File: config.mk
export PLATFORM = sky130hd
export DESIGN_NAME = tcbe_div
export DESIGN_NICKNAME = d
export VERILOG_FILES = /design/src/rtl/tcbe_pkg.sv /design/src/rtl/tcbe_div.sv
export SDC_FILE = /design/constraint.sdc
export NUM_CORES = 1
export LEC_CHECK = 0
export BUFFER_PORTS_ARGS = -buffer_cell sky130_fd_sc_hd__buf_2
export CAP_MARGIN = 40
export CORE_ASPECT_RATIO = 1.1
export CORE_MARGIN = 8
export CORE_UTILIZATION = 62
export CTS_BUF_LIST = sky130_fd_sc_hd__clkbuf_16
export CTS_CLUSTER_DIAMETER = 60
export DETAILED_ROUTE_END_ITERATION = 10
export PLACE_DENSITY = 0.86
export SLEW_MARGIN = 20
export SYNTH_ARGS = -nofsm -noshare
export SYNTH_HDL_FRONTEND = slang
export SYNTH_SLANG_ARGS = --single-unit
export TNS_END_PERCENT = 30
File: constraint.sdc
create_clock -name clk -period 5.36 [get_ports clk]
set_clock_uncertainty 0.15 [all_clocks]
set_input_delay 0.268 -clock clk [delete_from_list [all_inputs] [get_ports clk]]
set_output_delay 0.268 -clock clk [all_outputs]
set_load 0.05 [all_outputs]
File: src/rtl/tcbe_pkg.sv
// ----------------------------------------------------------------------------
// tcbe_pkg
// types and constants shared by the transport stream bitrate estimator
// ----------------------------------------------------------------------------
package tcbe_pkg;

    localparam int PID_W      = 13;
    localparam int CC_W       = 4;
    localparam int CLK_W      = 42;
    localparam int DTS_W      = 33;
    localparam int PKT_W      = 40;
    localparam int PCNT_W     = 32;
    localparam int SMP_W      = 16;
    localparam int PIDN_W     = 14;
    localparam int EPOCH_W    = 8;
    localparam int RATE_W     = 32;
    localparam int SUM_W      = 64;
    localparam int NUM_W      = 76;
    localparam int DEN_W      = 42;
    localparam int KONST_W    = 36;
    localparam int MUL_SPLIT  = 20;
    localparam int PROD_W     = MUL_SPLIT + KONST_W;
    localparam int CFG_IDX_W  = 4;
    localparam int CFG_DATA_W = 16;

    // 27 MHz system clock, dts ticks are 300 system clock ticks
    localparam logic [CLK_W-1:0]   CLK_SUBFACTOR = 42'd300;
    // system clock frequency times packet size times 8 bits
    localparam logic [KONST_W-1:0] RATE_K188 = 36'd40608000000;
    localparam logic [KONST_W-1:0] RATE_K204 = 36'd44064000000;

    typedef enum logic [CFG_IDX_W-1:0] {
        REG_USE_DTS           = 4'd0,
        REG_IGNORE_ERRORS     = 4'd1,
        REG_MIN_PIDS          = 4'd2,
        REG_MIN_CLOCK_SAMPLES = 4'd3
    } cfg_reg_t;

    typedef struct packed {
        logic              use_dts;
        logic              ignore_errors;
        logic [PIDN_W-1:0] min_pids;
        logic [SMP_W-1:0]  min_clock_samples;
    } cfg_t;

    typedef struct packed {
        logic             sync_ok;
        logic [PID_W-1:0] pid;
        logic [CC_W-1:0]  cc;
        logic             disc;
        logic             payload;
        logic             has_clk;
        logic [CLK_W-1:0] clk;
    } item_t;

    typedef struct packed {
        logic [PCNT_W-1:0] pkts;
        logic [CC_W-1:0]   cc;
        logic [SMP_W-1:0]  smp;
    } cnt_row_t;

    typedef struct packed {
        logic [EPOCH_W-1:0] epoch;
        logic [CLK_W-1:0]   clk;
        logic [PKT_W-1:0]   pkt;
    } clk_row_t;

    typedef struct packed {
        logic              rate_valid;
        logic [RATE_W-1:0] avg_rate_188;
        logic [RATE_W-1:0] avg_rate_204;
        logic [PKT_W-1:0]  packet_total;
        logic [RATE_W-1:0] rate_sample_total;
        logic [PIDN_W-1:0] clock_pid_total;
        logic [PCNT_W-1:0] pid_packets;
    } result_t;

    typedef struct packed {
        logic             start;
        logic [NUM_W-1:0] num;
        logic [DEN_W-1:0] den;
    } div_req_t;

    typedef struct packed {
        logic              done;
        logic [RATE_W-1:0] quo;
    } div_rsp_t;

    typedef enum logic [3:0] {
        ST_CLEAR,
        ST_IDLE,
        ST_EVAL,
        ST_WIPE,
        ST_MUL0,
        ST_MUL1,
        ST_MUL2,
        ST_DIV188,
        ST_DIV204,
        ST_ACC,
        ST_AVG188,
        ST_AVG204,
        ST_OUT
    } state_t;

endpackage

File: src/rtl/tcbe_div.sv
// ----------------------------------------------------------------------------
// tcbe_div
// radix-2 restoring divider, quotient saturated at 32 bits
// ----------------------------------------------------------------------------
module tcbe_div
    import tcbe_pkg::*;
(
    input  logic     clk,
    input  logic     rst_n,
    input  div_req_t req,
    output div_rsp_t rsp
);

    localparam int STEP_W = $clog2(NUM_W + 1);

    logic              busy_reg;
    logic              done_reg;
    logic [STEP_W-1:0] step_reg;
    logic [NUM_W-1:0]  num_reg;
    logic [DEN_W-1:0]  den_reg;
    logic [DEN_W-1:0]  rem_reg;
    logic [RATE_W-1:0] q_reg;
    logic              sat_reg;
    logic [DEN_W:0]    rem_sh;
    logic [DEN_W:0]    diff;
    logic              ge;

    always_comb
    begin
        rem_sh = {rem_reg, num_reg[NUM_W-1]};
        diff   = rem_sh - {1'b0, den_reg};
        ge     = (rem_sh >= {1'b0, den_reg});
    end

    always_ff @(posedge clk or negedge rst_n)
    begin
        if (!rst_n)
        begin
            busy_reg <= 1'b0;
            done_reg <= 1'b0;
            step_reg <= '0;
        end
        else
        begin
            done_reg <= 1'b0;
            if (req.start && !busy_reg)
            begin
                busy_reg <= 1'b1;
                step_reg <= STEP_W'(NUM_W);
            end
            else if (busy_reg)
            begin
                step_reg <= step_reg - STEP_W'(1);
                if (step_reg == STEP_W'(1))
                begin
                    busy_reg <= 1'b0;
                    done_reg <= 1'b1;
                end
            end
        end
    end

    always_ff @(posedge clk)
    begin
        if (req.start && !busy_reg)
        begin
            num_reg <= req.num;
            den_reg <= req.den;
            rem_reg <= '0;
            q_reg   <= '0;
            sat_reg <= 1'b0;
        end
        else if (busy_reg)
        begin
            num_reg <= {num_reg[NUM_W-2:0], 1'b0};
            rem_reg <= ge ? diff[DEN_W-1:0] : rem_sh[DEN_W-1:0];
            sat_reg <= sat_reg | q_reg[RATE_W-1];
            q_reg   <= {q_reg[RATE_W-2:0], ge};
        end
    end

    assign rsp.done = done_reg;
    assign rsp.quo  = sat_reg ? '1 : q_reg;

endmodule

==> results of run 1 <==
metal layers:
layer,GRT usage,part of all wire
met1,0.301,0.38
met2,0.469,0.50
met3,0.0555,0.074
met4,0.124,0.042
met5,0,0
logic make-up (layout without fill, tap and decap cells):
logic type,after synthesis,after routing
and+or+nand+nor,286,286
AOI/OAI and AO/OA,222,222
DFF,202,202
buffers and inverters,111,381
muxes,108,108
adders and majority gates,45,45
xor gates and xnor gates,40,40
other,0,5
synthesized netlist by cell type, drive strengths merged, types with 11 or more instances:
cell type,number
a21o,13
a21oi,54
and3,11
buf,19
clkbuf,33
dfxtp,75
edfxtp,118
ha,44
inv,59
mux2,75
mux2i,33
nand2,144
nand3,20
nor2,31
nor3,13
o21ai,93
or2,33
xnor2,20
xor2,20
area by class of cell:
cell class,instances,share of cell area
diodes,5,0.000936
clock buffers,23,0.0430
clock inverters,18,0.00908
inverters,59,0.0166
multi-input cells,701,0.361
flip-flops and latches,202,0.394
well taps,208,0.0195
repair buffers,281,0.155
through the flow:
step                total power [mW]  std cells  utilization
global placement                5.27       1329        0.675
finish                          7.12       1497        0.792
floorplan                       4.84       1014            -
CTS                             6.94       1490        0.788
global route                    7.55       1496        0.791
detailed placement              5.39       1330        0.677
final timing paths:
path                              from           to  slack, ns  cells after the start
max in group asynchronous        rst_n     busy_reg       4.85                      2
setup / recovery           den_reg[22]  rem_reg[27]       1.56                     11
setup reg to reg           den_reg[22]  rem_reg[27]       1.56                     11
min in group clk              req[118]  step_reg[1]       0.14                      2
hold reg to reg            rem_reg[13]  rem_reg[13]       0.32                      2
hold / removal                   rst_n  step_reg[3]       0.02                      2
where the power goes:
| part | internal [mW] | switching, mW | total [mW] |
|---|---|---|---|
| combinational | 1.34 | 1.59 | 2.93 |
| sequential | 2.33 | 0.388 | 2.71 |
| clock | 0.834 | 0.650 | 1.48 |
| total | 4.50 | 2.62 | 7.12 |
what timing repair did:
action / 4_1_cts / 5_1_grt
hold buffers: 119 / 0
buffers inserted: 0 / 0
hold endpoints to repair: 127 / 0
gates resized for setup: 0 / 0
critical path, delay by kind of cell (launching register included):
family | cells | cell delay [ns]
AO/OA/AOI/OAI | 5 | 1.59
AND/OR/NAND/NOR | 3 | 0.89
adder cells (fa/ha/maj) | 1 | 0.38
flip-flops | 1 | 0.33
buffers and inverters | 2 | 0.31
==> flow_summary.toml, run 1 <==
[timing]
fin_crit_ns = 3.80
final-setup-viol-count = 0
fmax_ghz = 0.263
maxSlewViolCount = 0
hold_viol_final = 0
tightestPinTransition_ns = 0.802
slew_headroom = 0.459
hold-worst-slack_ns = 0.0190
fin_setup_tns_ns = 0
fin_crit_sh = 0.710
rsz0062_at_grt = "false"
fin_ws_ns = 1.56

[setup_path]
critPathCaptureType = "register"
path_max_fanout = 18
cp_cell_sequence = "inv_1 > ha_1 > a21oi_1 > o21a_1 > nor2_1 > o41ai_1 > o221ai_2 > or2_2 > buf_16 > nand2_1 > o221ai_1"
cp.required_ns = 5.57
cpPeakStageDelay_ns = 0.71
arrival_ns = 4.01
start_kind = "register"
cp_slowest_cell = "o41ai_1"
crit_type = "reg -> reg"

[detailed_routing]
antenna_left = 0
first_pass_iters = 6
vias = 8753
drt-wirelength-per-cell_um = 19.5
drt_first_iter_violations = 734
wl_um = 29200
drc = 0
via_per_inst = 5.85

[synth]
syn_area_per_cell_um2 = 10.4
yosys.area_share.simple = 0.128
syn_area_um2 = 10600
synth_top_family_by_area = "compound AO/OA/AOI/OAI gates"
yosys.area.top_type = "edfxtp_1"
syn-num-nets = 1180
synth_adder_area_share = 0.0539
netlist_instances = 1014
ys_warn_count = 0
synth_compound_area_frac = 0.129
synthMuxAreaShare = 0.111
synth_seq_cells = 202
synth_edf_count = 118
ys_async_sr_fraction = 0.0446
netlist-cell-type-count = 74
netlist_top_cells_area = "edfxtp_1 33%, dfxtp_1 14%, mux2_2 8.0%"
synth_flop_cell = "edfxtp_1"
synth_seq_area_share = 0.498
synth_xor_area_frac = 0.0331
yosysTopAreaCellShare = 0.335

[final_layout]
layout_common_cells = "153 x buf_2, 144 x nand2_1, 119 x dlygate4sd3_1, 118 x edfxtp_1"
nNetsFinal = 1434
stdcell_area_um2 = 13400
area_growth_pct = 26.4
largest_reg_flops = 76
drive_gt1_frac = 0.253
final_common_cell = "buf_2"
num-fill-cells = 1045
multi_input_area_um2 = 4830
ff_latch_area_um2 = 5270

[power_and_ir_drop]
peakVddDrop_mv = 0.431
p_leak_nw = 5.75
p_per_area_nw_per_um2 = 533

[cts]
numClockSinks = 202
cts_tree = "built"
numCtsBuffers = 23
ctsHtreeMaxLevel = 1
clkTransAtPathRegs_ns = 0.06
cts.path.max_buffers = 3
clock_latency_ns = 0.50
clock-root-buffer = "clkbuf_16"

[flow_run]
max-cap-violations = 0

[floorplanning]
die-width_um = 141
coreArea_um2 = 16900
die_y_um = 153
rows = 50
io_pins = 154
dieArea_um2 = 21500
start_util = 0.626

[placement]
dp_hpwl_um = 16900
placed_cell_area_um2 = 11400
routabilityCongestion = 0.940
port_buffers = 153
place_ws_ns = 1.50

[global_routing]
grt-ovfl-total = 0
grt_pass1_wl_um = 46400
grt_start_max_net_pins = 121
grt_util_all_layers = 0.265
grt_pass1_vias = 8973
antenna_found_initial = 4

[worst_hold_path]
min_path_type = "in -> async"

[status]
outcome = "complete, no violations"
Note: power is estimated with default switching activity, not from simulation.
==> run 2: changes to the inputs <==
--- a/config.mk
+++ b/config.mk
@@ -9,11 +9,11 @@
 export CAP_MARGIN = 40
 export CORE_ASPECT_RATIO = 1.1
 export CORE_MARGIN = 8
-export CORE_UTILIZATION = 62
+export CORE_UTILIZATION = 52
 export CTS_BUF_LIST = sky130_fd_sc_hd__clkbuf_16
 export CTS_CLUSTER_DIAMETER = 60
 export DETAILED_ROUTE_END_ITERATION = 10
-export PLACE_DENSITY = 0.86
+export PLACE_DENSITY = 0.77
 export SLEW_MARGIN = 20
 export SYNTH_ARGS = -nofsm -noshare
 export SYNTH_HDL_FRONTEND = slang
==> constraint.sdc (replaced) <==
create_clock -name clk -period 3.2 [get_ports clk]
set_clock_uncertainty 0.15 [all_clocks]
set_input_delay 0.16 -clock clk [delete_from_list [all_inputs] [get_ports clk]]
set_output_delay 0.16 -clock clk [all_outputs]
set_load 0.05 [all_outputs]
==> run 2 against run 1 <==
  * Total power is 75% higher
  * First-iteration DRC count down 25%
  * Via count grew 0.30%
  * Worst hold slack better by 0.028 ns
  * Flip-flop and latch count stayed put
  * Utilization fell by 9.3 points
  * Critical path depth rose by 2
  * Critical endpoint is now rem_reg[32]
==> flow_summary.toml, run 2 (same netlist as run 1, synthesis figures left out) <==
[floorplanning]
die_y_um = 166
coreArea_um2 = 19900
io_pins = 154
dieArea_um2 = 25200
start_util = 0.531
rows = 54
die-width_um = 152

[final_layout]
nNetsFinal = 1484
drive_gt1_frac = 0.297
final_common_cell = "buf_2"
largest_reg_flops = 76
final_util = 0.699
area_growth_pct = 31.7
layout_common_cells = "153 x buf_2, 144 x nand2_1, 120 x dlygate4sd3_1, 118 x edfxtp_1"

[global_routing]
grt_pass1_wl_um = 45200
grt_util_all_layers = 0.219
grt_pass1_vias = 8980
grt-ovfl-total = 0
antenna_found_initial = 3
grt_start_max_net_pins = 121

[placement]
dp_hpwl_um = 18000
port_buffers = 153
routabilityCongestion = 0.919

[cts]
cts.path.max_buffers = 3
cts_tree = "built"
numCtsBuffers = 23
numClockSinks = 202
clock_latency_ns = 0.51
ctsHtreeMaxLevel = 1
clock-root-buffer = "clkbuf_16"
clkTransAtPathRegs_ns = 0.06

[setup_path]
ff2ff_path_depth = 13
crit_type = "reg -> reg"
critPathCaptureType = "register"
arrival_ns = 3.39
start_kind = "register"
path_max_fanout = 3
cp.required_ns = 3.44

[timing]
fin_crit_ns = 3.15
fin_crit_sh = 0.984
maxSlewViolCount = 0
fmax_ghz = 0.318
final-setup-viol-count = 0
fin_setup_tns_ns = 0
slew_headroom = 0.567
rsz0062_at_grt = "true"
hold_viol_final = 0
tightestPinTransition_ns = 0.633
hold-worst-slack_ns = 0.0467

[power_and_ir_drop]
peakVddDrop_mv = 0.701
p_leak_nw = 6.00
p_per_area_nw_per_um2 = 893
total_power_mw = 12.4

[detailed_routing]
antenna_left = 0
drt_first_iter_violations = 550
first_pass_iters = 5
wl_um = 28900
drt-wirelength-per-cell_um = 18.2
via_per_inst = 5.52
vias = 8779
drc = 0

[flow_run]
max-cap-violations = 0

[worst_hold_path]
min_path_type = "in -> reg"
whs_path_depth = 5

[status]
outcome = "complete, no violations"
-- run 2: cell types whose count changed in the layout (fill, tap and decap cells not counted), sizes merged, moves of 2 or more --
cell	change
buf	+48
diode	-2
clkinv	+4
inv	-2
-- run 2: power breakdown --
group	switching, mW	total, mW	internal [mW]	leakage [nW]
clock network	1.08	2.48	1.40	0.363
registers	0.635	4.53	3.89	1.98
logic	2.75	5.44	2.69	3.65
total	4.46	12.4	7.98	6.00
-- run 2: worst max-delay path, cell delays in order, from the launching register on --
cell and delay, ns:
edfxtp_1 0.37, inv_1 0.07, ha_2 0.18, inv_2 0.04
fa_2 0.34, a21o_1 0.19, a221o_1 0.36, a211oi_2 0.21
o211ai_1 0.24, a31oi_1 0.31, o21ai_1 0.15, a31oi_1 0.22
xnor2_1 0.14, o21ai_1 0.07
-- run 2: routing by layer --
layer / GRT usage / part of all wire / vias to the layer above
met5: 0 / 0 / -
met4: 0.0732 / 0.022 / 0
met3: 0.0429 / 0.059 / 54
met2: 0.402 / 0.51 / 281
met1: 0.254 / 0.41 / 4210
li1: - / - / 4234
-- run 2: worst paths after layout --
check | end | from | slack (ns)
max in group asynchronous | busy_reg | rst_n | 1.99
hold reg to reg | q_reg[31] | q_reg[31] | 0.31
setup reg to reg | rem_reg[32] | num_reg[75] | 0.05
min in group asynchronous | step_reg[1] | rst_n | 0.58
setup / recovery | rem_reg[32] | num_reg[75] | 0.05
hold / removal | rem_reg[15] | req[118] | 0.05
-- run 2: final cells by class --
cell class	instances	area, um^2
Multi-Input combinational cell	701	4940
Inverter	59	221
Timing Repair Buffer	331	2470
Clock buffer	23	576
Fill cell	1434	6000
Antenna cell	3	7.51
Sequential cell	202	5270
Clock inverter	19	123
Tap cell	252	315
-- run 2: metrics by stage --
| stage | instance area (um^2) | worst slack (ns) | cells |
|---|---|---|---|
| 6_report | 13900 | 0.0515 | 1590 |
| 2_1_floorplan | 10600 | 0.0247 | 1014 |
| 4_1_cts | 13800 | 0.0138 | 1583 |
| 5_1_grt | 13900 | -0.0794 | 1590 |
| 3_5_place_dp | 11900 | -0.0864 | 1420 |
| 3_3_place_gp | 11900 | -0.0439 | 1420 |
-- run 2: what timing repair did --
item,CTS,global route
gates resized for setup,3,27
hold endpoints to repair,127,0
pin swaps,2,14
endpoints found under the setup margin,5,42
hold buffers,120,0
setup buffers,1,2
gates cloned,0,1
