File: config.mk
export PLATFORM = sky130hd
export DESIGN_NAME = tcbe_front_flat
export DESIGN_NICKNAME = d
export VERILOG_FILES = /design/src/rtl/tcbe_pkg.sv /design/src/rtl/tcbe_if.sv /design/src/rtl/tcbe_front.sv /design/src/flat_wrapper.sv
export SDC_FILE = /design/constraint.sdc
export NUM_CORES = 1
export LEC_CHECK = 0
export ABC_AREA = 1
export ABC_CLOCK_PERIOD_IN_PS = 4300
export BUFFER_PORTS_ARGS = -buffer_cell sky130_fd_sc_hd__buf_2
export CAP_MARGIN = 30
export CORE_ASPECT_RATIO = 0.8
export CORE_UTILIZATION = 55
export CTS_CLUSTER_SIZE = 20
export DETAILED_ROUTE_END_ITERATION = 16
export PLACE_DENSITY = 0.76
export SLEW_MARGIN = 10
export SYNTH_ARGS = -nofsm -noshare
export SYNTH_HDL_FRONTEND = slang
export SYNTH_SLANG_ARGS = --single-unit
export TNS_END_PERCENT = 100
File: constraint.sdc
create_clock -name clk -period 4.3 [get_ports clk]
set_input_delay 0.86 -clock clk [delete_from_list [all_inputs] [get_ports clk]]
set_output_delay 0.86 -clock clk [all_outputs]
set_load 0.005 [all_outputs]
File: src/rtl/tcbe_pkg.sv
// ----------------------------------------------------------------------------
// tcbe_pkg
// types and constants shared by the transport stream bitrate estimator
// ----------------------------------------------------------------------------
package tcbe_pkg;

    localparam int PID_W      = 13;
    localparam int CC_W       = 4;
    localparam int CLK_W      = 42;
    localparam int DTS_W      = 33;
    localparam int PKT_W      = 40;
    localparam int PCNT_W     = 32;
    localparam int SMP_W      = 16;
    localparam int PIDN_W     = 14;
    localparam int EPOCH_W    = 8;
    localparam int RATE_W     = 32;
    localparam int SUM_W      = 64;
    localparam int NUM_W      = 76;
    localparam int DEN_W      = 42;
    localparam int KONST_W    = 36;
    localparam int MUL_SPLIT  = 20;
    localparam int PROD_W     = MUL_SPLIT + KONST_W;
    localparam int CFG_IDX_W  = 4;
    localparam int CFG_DATA_W = 16;

    // 27 MHz system clock, dts ticks are 300 system clock ticks
    localparam logic [CLK_W-1:0]   CLK_SUBFACTOR = 42'd300;
    // system clock frequency times packet size times 8 bits
    localparam logic [KONST_W-1:0] RATE_K188 = 36'd40608000000;
    localparam logic [KONST_W-1:0] RATE_K204 = 36'd44064000000;

    typedef enum logic [CFG_IDX_W-1:0] {
        REG_USE_DTS           = 4'd0,
        REG_IGNORE_ERRORS     = 4'd1,
        REG_MIN_PIDS          = 4'd2,
        REG_MIN_CLOCK_SAMPLES = 4'd3
    } cfg_reg_t;

    typedef struct packed {
        logic              use_dts;
        logic              ignore_errors;
        logic [PIDN_W-1:0] min_pids;
        logic [SMP_W-1:0]  min_clock_samples;
    } cfg_t;

    typedef struct packed {
        logic             sync_ok;
        logic [PID_W-1:0] pid;
        logic [CC_W-1:0]  cc;
        logic             disc;
        logic             payload;
        logic             has_clk;
        logic [CLK_W-1:0] clk;
    } item_t;

    typedef struct packed {
        logic [PCNT_W-1:0] pkts;
        logic [CC_W-1:0]   cc;
        logic [SMP_W-1:0]  smp;
    } cnt_row_t;

    typedef struct packed {
        logic [EPOCH_W-1:0] epoch;
        logic [CLK_W-1:0]   clk;
        logic [PKT_W-1:0]   pkt;
    } clk_row_t;

    typedef struct packed {
        logic              rate_valid;
        logic [RATE_W-1:0] avg_rate_188;
        logic [RATE_W-1:0] avg_rate_204;
        logic [PKT_W-1:0]  packet_total;
        logic [RATE_W-1:0] rate_sample_total;
        logic [PIDN_W-1:0] clock_pid_total;
        logic [PCNT_W-1:0] pid_packets;
    } result_t;

    typedef struct packed {
        logic             start;
        logic [NUM_W-1:0] num;
        logic [DEN_W-1:0] den;
    } div_req_t;

    typedef struct packed {
        logic              done;
        logic [RATE_W-1:0] quo;
    } div_rsp_t;

    typedef enum logic [3:0] {
        ST_CLEAR,
        ST_IDLE,
        ST_EVAL,
        ST_WIPE,
        ST_MUL0,
        ST_MUL1,
        ST_MUL2,
        ST_DIV188,
        ST_DIV204,
        ST_ACC,
        ST_AVG188,
        ST_AVG204,
        ST_OUT
    } state_t;

endpackage

File: src/rtl/tcbe_if.sv
// ----------------------------------------------------------------------------
// tcbe interfaces
// packet header, result and configuration channels
// ----------------------------------------------------------------------------
interface tcbe_in_if
    import tcbe_pkg::*;
    ();
    logic             valid;
    logic             ready;
    logic             sync_ok;
    logic [PID_W-1:0] pid;
    logic [CC_W-1:0]  cont_counter;
    logic             disc_flag;
    logic             has_payload;
    logic             has_pcr;
    logic [CLK_W-1:0] pcr_value;
    logic             has_dts;
    logic [DTS_W-1:0] dts_value;

    modport source (output valid, sync_ok, pid, cont_counter, disc_flag, has_payload,
                    has_pcr, pcr_value, has_dts, dts_value, input ready);
    modport sink (input valid, sync_ok, pid, cont_counter, disc_flag, has_payload,
                  has_pcr, pcr_value, has_dts, dts_value, output ready);
endinterface


File: src/rtl/tcbe_front.sv
// ----------------------------------------------------------------------------
// tcbe_front
// accepts packet headers, selects the clock, queues items for the core
// ----------------------------------------------------------------------------
module tcbe_front
    import tcbe_pkg::*;
(
    input  logic       clk,
    input  logic       rst_n,
    tcbe_in_if.sink    pkt_in,
    input  cfg_t       cfg,
    output logic       item_valid,
    input  logic       item_ready,
    output item_t      item
);

    item_t       q_mem_reg [2];
    logic        wr_ptr_reg, wr_ptr_next;
    logic        rd_ptr_reg, rd_ptr_next;
    logic [1:0]  count_reg, count_next;
    item_t       new_item;
    logic        push, pop;

    always_comb
    begin
        new_item.sync_ok = pkt_in.sync_ok;
        new_item.pid     = pkt_in.pid;
        new_item.cc      = pkt_in.cont_counter;
        new_item.disc    = pkt_in.disc_flag;
        new_item.payload = pkt_in.has_payload;
        new_item.has_clk = cfg.use_dts ? pkt_in.has_dts : pkt_in.has_pcr;
        new_item.clk     = cfg.use_dts ? CLK_W'(pkt_in.dts_value) * CLK_SUBFACTOR
                                       : pkt_in.pcr_value;
    end

    assign pkt_in.ready = (count_reg != 2'd2);
    assign push         = pkt_in.valid && pkt_in.ready;
    assign item_valid   = (count_reg != 2'd0);
    assign pop          = item_valid && item_ready;
    assign item         = q_mem_reg[rd_ptr_reg];

    always_comb
    begin
        wr_ptr_next = push ? ~wr_ptr_reg : wr_ptr_reg;
        rd_ptr_next = pop ? ~rd_ptr_reg : rd_ptr_reg;
        count_next  = count_reg + 2'(push) - 2'(pop);
    end

    always_ff @(posedge clk or negedge rst_n)
    begin
        if (!rst_n)
        begin
            wr_ptr_reg <= 1'b0;
            rd_ptr_reg <= 1'b0;
            count_reg  <= 2'd0;
        end
        else
        begin
            wr_ptr_reg <= wr_ptr_next;
            rd_ptr_reg <= rd_ptr_next;
            count_reg  <= count_next;
        end
    end

    always_ff @(posedge clk)
    begin
        if (push)
        begin
            q_mem_reg[wr_ptr_reg] <= new_item;
        end
    end

endmodule

File: src/flat_wrapper.sv
// flat-port wrapper written by rule: the top's interface ports become plain ports
module tcbe_front_flat import tcbe_pkg::*;
  (clk, rst_n, cfg, item_valid, item_ready, item, pkt_in_valid, pkt_in_sync_ok, pkt_in_pid, pkt_in_cont_counter, pkt_in_disc_flag, pkt_in_has_payload, pkt_in_has_pcr, pkt_in_pcr_value, pkt_in_has_dts, pkt_in_dts_value, pkt_in_ready);
  tcbe_in_if pkt_in_i ();
  input  logic clk;
  input  logic rst_n;
  input  cfg_t cfg;
  output logic item_valid;
  input  logic item_ready;
  output item_t item;
  input wire logic [$bits(pkt_in_i.valid)-1:0] pkt_in_valid;
  input wire logic [$bits(pkt_in_i.sync_ok)-1:0] pkt_in_sync_ok;
  input wire logic [$bits(pkt_in_i.pid)-1:0] pkt_in_pid;
  input wire logic [$bits(pkt_in_i.cont_counter)-1:0] pkt_in_cont_counter;
  input wire logic [$bits(pkt_in_i.disc_flag)-1:0] pkt_in_disc_flag;
  input wire logic [$bits(pkt_in_i.has_payload)-1:0] pkt_in_has_payload;
  input wire logic [$bits(pkt_in_i.has_pcr)-1:0] pkt_in_has_pcr;
  input wire logic [$bits(pkt_in_i.pcr_value)-1:0] pkt_in_pcr_value;
  input wire logic [$bits(pkt_in_i.has_dts)-1:0] pkt_in_has_dts;
  input wire logic [$bits(pkt_in_i.dts_value)-1:0] pkt_in_dts_value;
  output wire logic [$bits(pkt_in_i.ready)-1:0] pkt_in_ready;
  assign pkt_in_i.valid = pkt_in_valid;
  assign pkt_in_i.sync_ok = pkt_in_sync_ok;
  assign pkt_in_i.pid = pkt_in_pid;
  assign pkt_in_i.cont_counter = pkt_in_cont_counter;
  assign pkt_in_i.disc_flag = pkt_in_disc_flag;
  assign pkt_in_i.has_payload = pkt_in_has_payload;
  assign pkt_in_i.has_pcr = pkt_in_has_pcr;
  assign pkt_in_i.pcr_value = pkt_in_pcr_value;
  assign pkt_in_i.has_dts = pkt_in_has_dts;
  assign pkt_in_i.dts_value = pkt_in_dts_value;
  assign pkt_in_ready = pkt_in_i.ready;
  tcbe_front u_core (.clk(clk), .rst_n(rst_n), .pkt_in(pkt_in_i), .cfg(cfg), .item_valid(item_valid), .item_ready(item_ready), .item(item));
endmodule
==> flow_summary_export.csv, run 1 <==
group,metric,value,unit
synthesis,synth_warnings,0,
routing,met2_length,10.4,mm
critical_path,slowest_stage,"fa_1",
critical_path,worstPathCellList,"buf_2 -> ha_1 -> ha_1 -> fa_1 -> inv_1 -> fa_1 -> inv_1 -> ha_1 -> nand2_2 -> inv_2 -> nand2_1 -> nor2_1 -> nand4_1 -> nand3_2 -> nand2_1 -> nand2_1 -> nand2_1 -> nand3_1 -> nand2_1",
synthesis,syn-cell-area,10400,sq um
synthesis,synth_edf_count,126,
grt,grt_overflow_total,0,
routing,wl,23.2,mm
grt,grt_first_pass_wirelength,38.6,mm
grt,antenna_found_initial,5,
routing,wl_met3,1.08,mm
power,power_per_cell_area,601,nW/um^2
clock_tree,insertion_delay,0.40,ns
clock_tree,cts_buffers,17,
timing,drv_slew,0,
clock_tree,clkTransAtPathRegs,0.06,ns
synthesis,synth_cells,1256,
final_layout,largest_register_ffs,126,
floorplanning,rows,44,
synthesis,yosys_register_bits,130,
clock_tree,clockBufferDepth,2,
critical_path,cp_max_fo,5,
routing,drcViolationCount,0,
timing,fin_skew,0.00671,ns
critical_path,required,4.44,ns
critical_path,crit_path_end_kind,"flop",
clock_tree,cts.sinks,130,
floorplanning,core-area,18400,sq um
critical_path,path_class,"in2reg",
place,portBuffers,166,
status,status,"complete, no violations",
routing,wl_met1,11.3,mm
timing,fmax,0.246,GHz
job,cap_violations,0,
grt,grt_max_degree,64,
timing,rsz0062_at_grt,"false",
routing,wl_per_cell,13.1,microns
final_layout,drive_above_1_share,0.208,
place,gp_congestion,0.880,
synthesis,syn_nets,1560,
place,dp_worst_setup_slack,-0.146,ns
final_layout,fillers,1540,
clock_tree,cts_resized,0,
routing,via_per_inst,4.81,
grt,grt.total_usage,0.249,
final_layout,fin_util,0.695,
synthesis,synthArstFlopShare,0.0308,
timing,finalCriticalPeriod,4.06,ns
worst_hold_path,hold_path.class,"in2async",
final_layout,synthToLayoutAreaGrowth,22.3,%
clock_tree,h-tree-depth,4,
timing,worst_slack,0.243,ns
final_layout,fin_nets,1808,
grt,grt_pass1_vias,8380,
synthesis,ys.flop_type,"edfxtp_1",
timing,setup_viol,0,
timing,tightestPinTransition,0.729,ns
critical_path,cp_common_cell,"nand2_1",
clock_tree,hold_buffers,0,
clock_tree,cts_tree,"built",
synthesis,ys_seq_area_frac,0.372,
power,max-vdd-ir-drop,687,uV
routing,drtPass1Iterations,6,
synthesis,post_synth.cell_area_avg,8.31,sq um
place,place_hpwl,18.7,mm
floorplanning,die-height,125,microns
clock_tree,cts-root-buf,"clkbuf_16",
critical_path,cp_slowest_stage_delay,0.56,ns
critical_path,crit_start,"pkt_in_dts_value[12]",
routing,highest_layer,"met4",
routing,antenna_left,0,
floorplanning,die_w,156,microns
timing,hold_viol,0,
floorplanning,ioPinCount,198,
critical_path,start_kind,"input port",
synthesis,synthDistinctLibCells,29,
critical_path,critical_path_arrival,4.20,ns
routing,vias,8535,
timing,relSlewSlack,0.514,
floorplanning,initial_core_util,0.568,
routing,drt_iter0_markers,502,
critical_path,r2r_start,"u_core.count_reg[0]",
floorplanning,die-area,19500,sq um
timing,timing.final.crit_share,0.944,
power,leakagePower,0.00688,uW
clock_tree,post_cts_buffers,0,
timing,whs,0.257,ns
-- synthesized netlist by cell type (2+ instances only) --
master / count / area [sq um]
nand2_1: 445 / 1670
inv_1: 243 / 912
edfxtp_1: 126 / 3780
ha_1: 114 / 1430
nor2_1: 58 / 218
fa_1: 57 / 1140
nand3_1: 42 / 210
a21oi_1: 35 / 175
o21ai_0: 25 / 125
xnor2_1: 17 / 149
nand2_2: 14 / 87.6
clkbuf_1: 13 / 48.8
nor3_1: 10 / 50.1
o21ai_1: 8 / 40.0
nand3_2: 7 / 70.1
buf_1: 6 / 22.5
inv_2: 5 / 18.8
nor2_2: 5 / 31.3
o21bai_1: 5 / 37.5
dfrtp_1: 4 / 100
xor2_1: 4 / 35.0
a21oi_2: 3 / 26.3
buf_2: 3 / 15.0
nand4_1: 2 / 12.5
-- placed cells by master, fill, tap and decap left out --
cell / count
a21oi_1: 35
a21oi_2: 3
a31oi_1: 1
buf_12: 1
buf_2: 166
buf_4: 84
bufinv_16: 2
clkbuf_1: 5
clkbuf_16: 17
clkbuf_8: 5
clkinv_1: 1
clkinv_2: 3
dfrtp_1: 3
dfrtp_2: 1
diode_2: 5
edfxtp_1: 126
fa_1: 57
ha_1: 114
inv_1: 243
inv_2: 5
nand2_1: 445
nand2_2: 14
nand3_1: 42
nand3_2: 7
nand3b_1: 1
nand4_1: 2
nor2_1: 56
nor2_2: 5
nor2_4: 3
nor3_1: 10
o211ai_1: 1
o21ai_0: 25
o21ai_1: 8
o21bai_1: 5
xnor2_1: 17
xor2_1: 4
-- stage by stage --
stage	std cells	instance area, sq um	TNS, ns	power (uW)
after floorplan	1256	10400	0	4720
after detailed placement	1738	12200	-4.24	6300
after CTS	1770	12800	0	7700
after global placement	1737	12200	-2.57	6190
after global routing	1775	12800	0	8350
final	1775	12800	0	7680
-- report_power, final --
group | internal (uW) | switching [uW]
Combinational | 1710 | 2610
Sequential | 1880 | 79.9
Clock | 928 | 466
-- final cells by class --
cell class / count / area (sq um) / share of cell area
Sequential cell: 130 / 3880 / 0.304
Clock buffer: 27 / 513 / 0.0402
Antenna cell: 5 / 12.5 / 0.000980
Clock inverter: 5 / 75.1 / 0.00588
Tap cell: 253 / 317 / 0.0248
Timing Repair Buffer: 251 / 1480 / 0.116
Multi-Input combinational cell: 855 / 5550 / 0.435
Inverter: 249 / 935 / 0.0732
-- worst max-delay path: cells and delay by family --
| kind | cells | cell delay, ns |
|---|---|---|
| buf+inv | 4 | 0.31 |
| fa+ha+maj | 5 | 2.05 |
| simple gates | 10 | 0.98 |
-- final timing paths --
check,end,slack [ns],cells past startpoint
setup / recovery,u_core.q_mem_reg[0][40],0.24,19
hold / removal,u_core.count_reg[0],0.26,1
setup reg to reg,u_core.q_mem_reg[1][33],2.24,5
hold reg to reg,u_core.count_reg[1],0.57,2
max in group asynchronous,u_core.rd_ptr_reg,3.91,1
min in group clk,u_core.count_reg[1],0.57,2
-- logic make-up (layout without fill, tap and decap cells) --
logic type                 Yosys count  in the layout  share of synthesized area
and+or+nand+nor                    585            585                      0.227
buffers and inverters              271            532                     0.0978
adders and majority gates          171            171                      0.246
DFF                                130            130                      0.372
AOI/OAI and AO/OA                   78             78                     0.0400
xor gates and xnor gates            21             21                     0.0176
other                                0              5                          0
-- per-layer routing --
| layer | GRT usage | vias to the layer above |
|---|---|---|
| li1 | - | 4421 |
| met1 | 0.345 | 3867 |
| met2 | 0.410 | 219 |
| met3 | 0.0277 | 28 |
| met4 | 0.0784 | 0 |
| met5 | 0 | - |
(Power assumes the default switching activity.)
==> run 2, diff against run 1 <==
--- a/config.mk
+++ b/config.mk
@@ -9,7 +9,6 @@
 export ABC_CLOCK_PERIOD_IN_PS = 4300
 export BUFFER_PORTS_ARGS = -buffer_cell sky130_fd_sc_hd__buf_2
 export CAP_MARGIN = 30
-export CORE_ASPECT_RATIO = 0.8
 export CORE_UTILIZATION = 55
 export CTS_CLUSTER_SIZE = 20
 export DETAILED_ROUTE_END_ITERATION = 16
==> flow_summary_export.csv, run 2 (synthesis results as in run 1) <==
group,metric,value,unit
status,status,"complete, no violations",
critical_path,path_class,"in2reg",
routing,wl,23.6,mm
final_layout,largest_register_ffs,126,
critical_path,ff2ff_path_depth,4,
routing,drcViolationCount,0,
timing,tightestPinTransition,0.852,ns
final_layout,final_common_cell,"nand2_1",
place,place_hpwl,18.9,mm
grt,grt_pass1_vias,8237,
final_layout,synthToLayoutAreaGrowth,22.9,%
timing,fmax,0.246,GHz
clock_tree,clkTransAtPathRegs,0.06,ns
grt,grt_max_degree,64,
critical_path,critical_path_arrival,4.20,ns
grt,met2_usage,0.436,
timing,relSlewSlack,0.432,
routing,vias,8638,
floorplanning,core-area,18600,sq um
power,pwr-share-seq,0.253,
final_layout,final_cell_mix,"nand2_1 (445), inv_1 (243), buf_2 (166)",
clock_tree,cts-root-buf,"clkbuf_16",
place,portBuffers,166,
final_layout,fin_util,0.688,
critical_path,crit_start,"pkt_in_dts_value[14]",
critical_path,required,4.43,ns
timing,drv_slew,0,
power,leakagePower,0.00689,uW
power,intPower,4570,uW
floorplanning,die-area,19500,sq um
critical_path,r2r_start,"u_core.count_reg[1]",
final_layout,fin_nets,1813,
final_layout,drive_above_1_share,0.214,
power,sw_frac_of_total,0.412,
power,power.switching,3200,uW
clock_tree,insertion_delay,0.40,ns
clock_tree,clockBufferDepth,2,
critical_path,cp_max_fo,4,
final_layout,layout.cells.non_filler,1761,
critical_path,start_kind,"input port",
final_layout,final_cell_area,12800,sq um
power,p_clk_frac,0.183,
clock_tree,cts_buffers,17,
critical_path,crit_path_end_kind,"flop",
critical_path,r2r_end,"u_core.q_mem_reg[0][50]",
grt,grtUsageMet3,0.0237,
timing,rsz0062_at_grt,"false",
grt,antenna_found_initial,5,
timing,finalCriticalPeriod,4.06,ns
grt,grt_overflow_total,0,
clock_tree,h-tree-depth,4,
floorplanning,die_w,140,microns
routing,drtPass1Iterations,5,
timing,setup_viol,0,
grt,grt.total_usage,0.249,
routing,antenna_left,0,
power,power_per_cell_area,605,nW/um^2
routing,via_per_inst,4.91,
clock_tree,cts.sinks,130,
grt,busiest_layer,"met2",
timing,timing.setup.tns,0,ns
critical_path,r2r_slack,2.47,ns
worst_hold_path,hold_path.class,"in2async",
critical_path,cp-endpoint,"u_core.q_mem_reg[1][40]",
floorplanning,rows,50,
clock_tree,cts_tree,"built",
timing,timing.final.crit_share,0.945,
routing,drt_iter0_markers,496,
place,placed_area,12200,sq um
power,max-vdd-ir-drop,356,uV
grt,grt_use_met1,0.328,
floorplanning,ioPinCount,198,
timing,hold_viol,0,
floorplanning,initial_core_util,0.560,
floorplanning,die-height,140,microns
timing,fin_skew,0.00677,ns
place,placed_cells,1723,
job,cap_violations,0,
routing,wl_per_cell,13.4,microns
grt,grt_first_pass_wirelength,38.5,mm
power,combPwrFrac,0.564,
place,gp_congestion,0.906,
-- run 2: cell type report --
class,instances,area (sq um)
antenna,5,12.5
clock buffer,18,429
clock inverter,14,165
fill,1561,5810
inverter,249,935
multi-input combinational,855,5570
sequential,130,3880
tap,234,293
timing repair buffer,256,1540
-- run 2: power by group through the flow --
| stage | clock (uW) | combinational [uW] | sequential (uW) |
|---|---|---|---|
| global route | 1480 | 4970 | 1990 |
| detailed placement | 0 | 4360 | 1990 |
| floorplan | 0 | 2730 | 1990 |
| finish | 1420 | 4380 | 1970 |
| global placement | 0 | 4240 | 1970 |
| CTS | 1440 | 4380 | 1970 |
-- run 2: worst min-delay path by stage --
stage,start,endpoint,slack [ns],cells past startpoint
2_1_floorplan,u_core.wr_ptr_reg,u_core.wr_ptr_reg,0.49,2
3_3_place_gp,u_core.count_reg[1],u_core.count_reg[1],0.54,2
3_5_place_dp,u_core.count_reg[1],u_core.count_reg[1],0.57,2
4_1_cts,rst_n,u_core.count_reg[1],0.24,1
5_1_grt,rst_n,u_core.count_reg[1],0.25,1
6_report,rst_n,u_core.count_reg[0],0.25,1
-- run 2: timing repair --
item,CTS,global route
setup endpoints to repair,0,4
gates resized for setup,0,3
setup buffers,0,0
endpoints found under the hold margin,0,0
hold buffers,0,0
-- run 2: through the flow --
step / setup WS, ns / power [uW] / hold slack [ns]
floorplan: 0.212 / 4720 / 0.487
finish: 0.237 / 7770 / 0.254
global route: 0.0132 / 8450 / 0.247
detailed placement: -0.185 / 6350 / 0.575
CTS: 0.259 / 7780 / 0.243
global placement: -0.138 / 6220 / 0.545
-- run 2: worst max-delay path, stage by stage --
cell and delay (ns):
buf_2 0.13, ha_1 0.29, ha_1 0.31, fa_1 0.55, inv_1 0.06, fa_1 0.50, inv_1 0.04, ha_1 0.35
a21oi_1 0.26, nand2_1 0.13, a21oi_1 0.18, nand3_2 0.16, nand2_1 0.12, nand3_1 0.07, nand3_1 0.08, nand2_1 0.10
-- run 2: routing by layer --
| metal | share of wire | vias to the layer above | wire, microns |
|---|---|---|---|
| met3 | 0.043 | 22 | 1010 |
| met4 | 0.018 | 0 | 422 |
| met5 | 0 | - | 0 |
| li1 | - | 4433 | - |
| met2 | 0.49 | 205 | 11600 |
| met1 | 0.45 | 3978 | 10600 |
